<file path="src/hw/rtl/josp_pkg.sv">
`default_nettype none

package josp_pkg;

	localparam int DEPTH_DEF = 64;
	localparam int COUNT_W   = 16;
	localparam int PERSON_W  = 7;
	localparam logic [COUNT_W-1:0] START_COUNT_RST = COUNT_W'(1);

	typedef struct packed {
		logic [COUNT_W-1:0] password;
		logic               last_person;
	} in_item_t;

	typedef struct packed {
		logic [PERSON_W-1:0] person_number;
		logic                last_out;
	} out_item_t;

endpackage

`default_nettype wire

</file>
<file path="src/hw/rtl/josp_ram.sv">
`default_nettype none

module josp_ram #(
	parameter int WIDTH = 8,
	parameter int DEPTH = 64
) (
	input  wire logic                                      clk,
	input  wire logic                                      we,
	input  wire logic [((DEPTH > 1) ? $clog2(DEPTH) : 1)-1:0] waddr,
	input  wire logic [WIDTH-1:0]                          wdata,
	input  wire logic [((DEPTH > 1) ? $clog2(DEPTH) : 1)-1:0] raddr,
	output logic      [WIDTH-1:0]                          rdata
);

	logic [WIDTH-1:0] mem_q [DEPTH];
	logic [WIDTH-1:0] rdata_q;

	always_ff @(posedge clk) begin
		if (we) begin
			mem_q[waddr] <= wdata;
		end
		rdata_q <= mem_q[raddr];
	end

	assign rdata = rdata_q;

endmodule

`default_nettype wire

</file>
<file path="src/hw/rtl/josp_mod.sv">
`default_nettype none

module josp_mod #(
	parameter int DW = 16,
	parameter int CW = 7
) (
	input  wire logic          clk,
	input  wire logic          arst_n,
	input  wire logic          start,
	input  wire logic [DW-1:0] dividend,
	input  wire logic [CW-1:0] divisor,
	output logic               done,
	output logic      [CW-1:0] remainder
);

	localparam int NW = $clog2(DW + 1);

	logic          busy_q;
	logic          done_q;
	logic [NW-1:0] cnt_q;
	logic [DW-1:0] dvd_q;
	logic [CW-1:0] dsr_q;
	logic [CW-1:0] rem_q;
	logic [CW:0]   shifted;
	logic [CW:0]   diff;

	assign shifted = {rem_q, dvd_q[DW-1]};
	assign diff    = shifted - {1'b0, dsr_q};

	always_ff @(posedge clk or negedge arst_n) begin
		if (!arst_n) begin
			busy_q <= 1'b0;
			done_q <= 1'b0;
			cnt_q  <= '0;
		end else begin
			done_q <= 1'b0;
			if (start) begin
				busy_q <= 1'b1;
				cnt_q  <= NW'(DW);
			end else if (busy_q) begin
				cnt_q <= cnt_q - NW'(1);
				if (cnt_q == NW'(1)) begin
					busy_q <= 1'b0;
					done_q <= 1'b1;
				end
			end
		end
	end

	always_ff @(posedge clk) begin
		if (start) begin
			dvd_q <= dividend;
			dsr_q <= divisor;
			rem_q <= '0;
		end else if (busy_q) begin
			dvd_q <= {dvd_q[DW-2:0], 1'b0};
			if (shifted >= {1'b0, dsr_q}) begin
				rem_q <= diff[CW-1:0];
			end else begin
				rem_q <= shifted[CW-1:0];
			end
		end
	end

	assign done      = done_q;
	assign remainder = rem_q;

endmodule

`default_nettype wire

</file>
<file path="src/hw/rtl/josephus_password_elimination.sv">
// Channel   Direction  Handshake              Payload
// cfg       in         cfg_valid/cfg_ready    cfg_data: start_count
// in        in         in_valid/in_ready      in_data: password, last_person
// out       out        out_valid/out_ready    out_data: person_number, last_out
//
// Loading accepts one item per cycle; in_ready is low from the last item until the
// survivor has been registered for output.
// Each removal runs the shift-subtract remainder unit (start, one step per count
// bit, done), then one set-up read, then the walk through the link memory, whose
// registered read gives the next address, at one ring step per cycle, and then emits
// the item; the survivor is emitted last, from S_FINAL.
// Reset clears control state only; both memories hold stale data until written.
// A stalled out channel holds the walk on the chosen person until the slot frees.
`default_nettype none

module josephus_password_elimination #(
	parameter int DEPTH = josp_pkg::DEPTH_DEF
) (
	input  wire logic                         clk,
	input  wire logic                         arst_n,
	input  wire logic                         cfg_valid,
	output logic                              cfg_ready,
	input  wire logic [josp_pkg::COUNT_W-1:0] cfg_data,
	input  wire logic                         in_valid,
	output logic                              in_ready,
	input  wire josp_pkg::in_item_t           in_data,
	output logic                              out_valid,
	input  wire logic                         out_ready,
	output josp_pkg::out_item_t               out_data
);

	import josp_pkg::*;

	localparam int AW = (DEPTH > 1) ? $clog2(DEPTH) : 1;
	localparam int CW = $clog2(DEPTH + 1);
	localparam int NW = (AW + 1 > PERSON_W) ? AW + 1 : PERSON_W;

	typedef enum logic [4:0] {
		S_LOAD  = 5'b00001,
		S_DIV   = 5'b00010,
		S_RD    = 5'b00100,
		S_WALK  = 5'b01000,
		S_FINAL = 5'b10000
	} state_t;

	state_t             state_q;
	logic [COUNT_W-1:0] start_q;
	logic [COUNT_W-1:0] count_q;
	logic [CW-1:0]      loaded_q;
	logic [CW-1:0]      rem_q;
	logic [CW-1:0]      steps_q;
	logic [AW-1:0]      cur_q;
	logic [AW-1:0]      prev_q;
	logic               div_run_q;
	logic               out_valid_q;
	out_item_t          out_item_q;

	logic               in_acc;
	logic               is_full;
	logic [CW-1:0]      n_next;
	logic [CW-1:0]      rem_dec;
	logic               out_free;
	logic               emit;
	out_item_t          emit_item;
	logic [NW-1:0]      num;
	logic               div_start;
	logic               div_done;
	logic [CW-1:0]      div_rem;
	logic               pw_we;
	logic               link_we;
	logic [AW-1:0]      link_waddr;
	logic [AW-1:0]      link_wdata;
	logic [AW-1:0]      rd_addr;
	logic [COUNT_W-1:0] pw_rd;
	logic [AW-1:0]      link_rd;
	logic               take;

	assign cfg_ready = 1'b1;
	assign in_ready  = (state_q == S_LOAD);
	assign in_acc    = in_valid && in_ready;
	assign is_full   = (loaded_q == CW'(DEPTH));
	assign n_next    = is_full ? loaded_q : loaded_q + CW'(1);
	assign rem_dec   = rem_q - CW'(1);
	assign out_free  = !out_valid_q || out_ready;
	assign num       = NW'(cur_q) + NW'(1);
	assign div_start = (state_q == S_DIV) && !div_run_q;
	assign take      = (state_q == S_WALK) && (steps_q == '0) && out_free;

	always_comb begin
		emit                    = 1'b0;
		emit_item.person_number = num[PERSON_W-1:0];
		emit_item.last_out      = 1'b0;
		if (take) begin
			emit = 1'b1;
		end else if ((state_q == S_FINAL) && out_free) begin
			emit               = 1'b1;
			emit_item.last_out = 1'b1;
		end
	end

	always_comb begin
		pw_we      = in_acc && !is_full;
		link_we    = pw_we || take;
		link_waddr = loaded_q[AW-1:0];
		link_wdata = (in_data.last_person || loaded_q == CW'(DEPTH - 1)) ?
			'0 : AW'(loaded_q + CW'(1));
		if (take) begin
			link_waddr = prev_q;
			link_wdata = link_rd;
		end
		rd_addr = cur_q;
		if ((state_q == S_WALK) && (steps_q != '0)) begin
			rd_addr = link_rd;
		end
	end

	always_ff @(posedge clk or negedge arst_n) begin
		if (!arst_n) begin
			start_q <= START_COUNT_RST;
		end else if (cfg_valid && cfg_ready) begin
			start_q <= cfg_data;
		end
	end

	always_ff @(posedge clk or negedge arst_n) begin
		if (!arst_n) begin
			state_q   <= S_LOAD;
			count_q   <= '0;
			loaded_q  <= '0;
			rem_q     <= '0;
			steps_q   <= '0;
			cur_q     <= '0;
			prev_q    <= '0;
			div_run_q <= 1'b0;
		end else begin
			case (state_q)
				S_LOAD: begin
					if (in_acc) begin
						loaded_q <= n_next;
						if (in_data.last_person) begin
							rem_q   <= n_next;
							cur_q   <= '0;
							prev_q  <= AW'(n_next - CW'(1));
							count_q <= (start_q == '0) ? COUNT_W'(1) : start_q;
							state_q <= (n_next == CW'(1)) ? S_FINAL : S_DIV;
						end
					end
				end
				S_DIV: begin
					if (div_start) begin
						div_run_q <= 1'b1;
					end else if (div_done) begin
						div_run_q <= 1'b0;
						steps_q   <= div_rem;
						state_q   <= S_RD;
					end
				end
				S_RD: begin
					state_q <= S_WALK;
				end
				S_WALK: begin
					if (steps_q != '0) begin
						prev_q  <= cur_q;
						cur_q   <= link_rd;
						steps_q <= steps_q - CW'(1);
					end else if (take) begin
						count_q <= (pw_rd == '0) ? COUNT_W'(1) : pw_rd;
						cur_q   <= link_rd;
						rem_q   <= rem_dec;
						state_q <= (rem_dec == CW'(1)) ? S_FINAL : S_DIV;
					end
				end
				S_FINAL: begin
					if (out_free) begin
						loaded_q <= '0;
						rem_q    <= '0;
						state_q  <= S_LOAD;
					end
				end
				default: begin
					state_q <= S_LOAD;
				end
			endcase
		end
	end

	always_ff @(posedge clk or negedge arst_n) begin
		if (!arst_n) begin
			out_valid_q <= 1'b0;
		end else if (emit) begin
			out_valid_q <= 1'b1;
		end else if (out_ready) begin
			out_valid_q <= 1'b0;
		end
	end

	always_ff @(posedge clk) begin
		if (emit) begin
			out_item_q <= emit_item;
		end
	end

	assign out_valid = out_valid_q;
	assign out_data  = out_item_q;

	josp_mod #(
		.DW(COUNT_W),
		.CW(CW)
	) u_mod (
		.clk      (clk),
		.arst_n   (arst_n),
		.start    (div_start),
		.dividend (count_q - COUNT_W'(1)),
		.divisor  (rem_q),
		.done     (div_done),
		.remainder(div_rem)
	);

	josp_ram #(
		.WIDTH(COUNT_W),
		.DEPTH(DEPTH)
	) u_pw_ram (
		.clk  (clk),
		.we   (pw_we),
		.waddr(loaded_q[AW-1:0]),
		.wdata(in_data.password),
		.raddr(rd_addr),
		.rdata(pw_rd)
	);

	josp_ram #(
		.WIDTH(AW),
		.DEPTH(DEPTH)
	) u_link_ram (
		.clk  (clk),
		.we   (link_we),
		.waddr(link_waddr),
		.wdata(link_wdata),
		.raddr(rd_addr),
		.rdata(link_rd)
	);

endmodule

`default_nettype wire

</file>
<file path="config.mk">
export PLATFORM = sky130hd
export DESIGN_NAME = josephus_password_elimination
export DESIGN_NICKNAME = d
export VERILOG_FILES = /design/src/hw/rtl/josp_pkg.sv /design/src/hw/rtl/josp_ram.sv /design/src/hw/rtl/josp_mod.sv /design/src/hw/rtl/josephus_password_elimination.sv
export SDC_FILE = /design/constraint.sdc
export NUM_CORES = 2
export LEC_CHECK = 0
export BUFFER_PORTS_ARGS = -buffer_cell sky130_fd_sc_hd__buf_2
export CORE_AREA = 2 2 323 325
export CTS_CLUSTER_SIZE = 14
export DETAILED_ROUTE_END_ITERATION = 10
export DIE_AREA = 0 0 325 327
export PLACE_DENSITY = 0.78
export SKIP_LAST_GASP = 1
export SLEW_MARGIN = 30
export SYNTH_ARGS = -nofsm -noshare
export SYNTH_HDL_FRONTEND = slang
export SYNTH_SLANG_ARGS = --single-unit
export TNS_END_PERCENT = 20
</file>
<file path="constraint.sdc">
create_clock -name clk -period 5.56 [get_ports clk]
set_input_delay 0.278 -clock clk [delete_from_list [all_inputs] [get_ports clk]]
set_output_delay 0.278 -clock clk [all_outputs]
set_load 0.02 [all_outputs]
</file>
==> run summary <==
Max stage delay on crit path - 0.82 ns
CP cell instances - inv_1 > ha_1 > or3b_1 > o211a_1 > mux2i_4 > buf_12 > buf_12 > mux2i_1 > o22ai_1 > o21ai_0 > and4_1 > nand4_1
Worst Hold Depth - 2
I/O Buffers - 47
Post-Layout Cell Count - 5,497
Initial antenna violation count - 1
Final TNS setup - 0 ns
Peak VDD IR - 0.0003096 V
Fmax - 0.2071 GHz
CTS tree - built
Chip Width - 325 µm
Fillcell total - 6,702
Root Driver - clkbuf_16
Initial core utilization - 0.5968
R2R cell count - 12
Reg2Reg Setup Slack - 0.73 ns
Synth unique cells - 66
Final net count - 4,056
HPWL after detailed placement - 89,130 µm
Grt met3 use - 0.05759
Cell area after placement - 63,830 µm²
Hold Vio Cnt, Final - 0
Die area - 106,300 µm²
Hold_sp - cfg_valid
CTS Buf Count - 150
Setup crit end kind - flop
GRT met2 Usage - 0.4507
Critical R2R Launch - steps_q[0]
Fin area - 68,900 µm²
Postcts setup bufs - 0
Syn Area/Cell - 16.01 µm²
Routing usage on met1 - 0.3910
Hold Path End - start_q[0]
Final min period - 4.828 ns
Gr busiest metal - met2
Fraction of registers with async set/reset - 0.05107
Rel. slew slack - 0.3191
Layout Utilization - 0.6695
CP most frequent cell - buf_12
End of the worst register-to-register path - u_pw_ram.rdata[4]
CTS sink count - 1,547
Gr ovfl total - 0
Number of detailed-route iterations in the first pass - 9
Number of global-route vias before repair - 34.86k
Placed Cells - 5,200
Status - completed
Highest net fanout along the worst path - 65
Final setup vio count - 0
Slowest cell on crit path - o211a_1
Core footprint - 102,900 µm²
Synth warnings - 0
P per Cell Area - 377.1 nW/µm²
Critical path startpoint category - flop
Worst min path class - input port to flop
Vias - 35.88k
Syn_nets - 3,894
Tot Pwr - 25,980 µW
Die Span Y - 327 µm
Most used DFF post-synth - edfxtp_1
Fraction of layout cells with a size suffix above 1 - 0.1142
Global-route usage over all layers - 0.2842
Crit share post-route - 0.8684
Leak - 0.02610 µW
Most common cell after layout, fill and taps aside - edfxtp_1
Family with the most delay on the worst path - compound AO/OA/AOI/OAI gates
Most frequent cells in the layout - edfxtp_1, mux2i_1, nand2_1
EDFF count, synth - 1,439
GP Congestion - 0.8715
DR vias/cell - 6.526
Iter 0 DRT Violations - 5,354
Clk buf depth - 3
Clk_lat worst skew - 0.78 ns
Flops & latches, synth - 1,547
Mapped Area - 61,420 µm²
WP data arrival - 5.46 ns
Avg WL per Cell - 27.77 µm
CP required - 6.20 ns
Mapped Cells - 3,837
WS Path Type - flop to flop
Register area share after synthesis - 0.7452
DRT antenna net count - 0
# rows - 118
I/O pin total - 49
Buffer and inverter count on the worst path - 3
H-tree depth - 4
Pin count of the biggest net entering global routing - 100
Area Growth Syn to Fin - 12.18%
Worst-Margin Slew - 1.017 ns
DRC - 0
Fin Clk Skew - 0.03950 ns
RSZ-0062 raised after global routing - false
First-pass GRT wire length - 224,400 µm
MaxCap Viol Count - 0
Max Slew Vio Count - 0
Routed WL - 152,600 µm
Reg clk slew, reported paths - 0.06 ns
## state kept, by name, indices dropped and copies added, names as in the netlist, 8 cells and up
signal            cells
u_pw_ram.mem_q     1024
u_link_ram.mem_q    384
count_q              16
start_q              16
u_mod.dvd_q          16
u_pw_ram.rdata       16
out_data              8
## per-stage QoR
| step | setup slack, ns | hold slack [ns] |
|---|---|---|
| after floorplan | 0.7087 | -0.01759 |
| after global placement | 0.9448 | 0.4860 |
| after detailed placement | 0.8970 | 0.3793 |
| after CTS | 0.8428 | 0.002191 |
| after global routing | 0.6004 | 0.03956 |
| final | 0.7318 | 0.03848 |
## cells by family after synthesis
logic type / after synthesis / synth area share
multiplexers: 663 / 0.1085
flip-flops: 1547 / 0.7452
XOR/XNOR: 35 / 0.004991
AND/OR/NAND/NOR: 760 / 0.05745
buffers and inverters: 256 / 0.02019
adder cells (fa/ha/maj): 19 / 0.003993
other: 1 / 0.00006106
AO/OA/AOI/OAI: 556 / 0.05963
## worst max path at each step
stage / start / to / cells after the start
6_report: steps_q[0] / u_pw_ram.rdata[4] / 12
5_1_grt: steps_q[0] / u_pw_ram.rdata[11] / 13
4_1_cts: steps_q[0] / u_pw_ram.rdata[11] / 13
3_5_place_dp: steps_q[0] / u_pw_ram.rdata[11] / 13
3_3_place_gp: steps_q[0] / u_pw_ram.rdata[11] / 13
2_1_floorplan: steps_q[0] / u_link_ram.mem_q[0][3] / 9
## cell type report
class                   count  area [µm²]  area share
clock buffers             192        3951     0.05735
multi-input cells        2034       14630      0.2123
inverters                  31       116.4    0.001689
repair buffers            235        1883     0.02733
well taps                1380        1727     0.02506
flip-flops and latches   1547       45770      0.6643
diodes                      2       5.005  0.00007264
clock inverters            76       817.0     0.01186
## report_power, final
part | total (µW) | switching (µW) | internal, µW
registers | 13800 | 386 | 13400
clock network | 9890 | 4370 | 5520
logic | 2280 | 1570 | 717
total | 26000 | 6320 | 19700
## timing repair
action | 4_1_cts | 5_1_grt
endpoints found under the hold margin | 100 | 0
gates resized for setup | 0 | 0
hold buffers | 25 | 0
## synth_stat cells (30+ instances only)
master / instances / share of area
o22ai_1: 183 / 0.019
a21oi_1: 47 / 0.0038
a222oi_1: 88 / 0.014
nand3_1: 131 / 0.011
edfxtp_1: 1439 / 0.70
clkbuf_1: 123 / 0.0075
inv_1: 30 / 0.0018
nor2_1: 175 / 0.011
dfrtp_1: 77 / 0.031
o21ai_0: 159 / 0.013
mux2i_1: 643 / 0.10
buf_4: 31 / 0.0038
nand2_1: 283 / 0.017
buf_2: 43 / 0.0035
## metal layers
metal,up-vias,share of wire
met5,-,0
met3,352,0.11
met2,2292,0.47
met4,0,0.039
li1,15360,-
met1,17870,0.38
No activity file was read; power rests on OpenSTA's default activity.
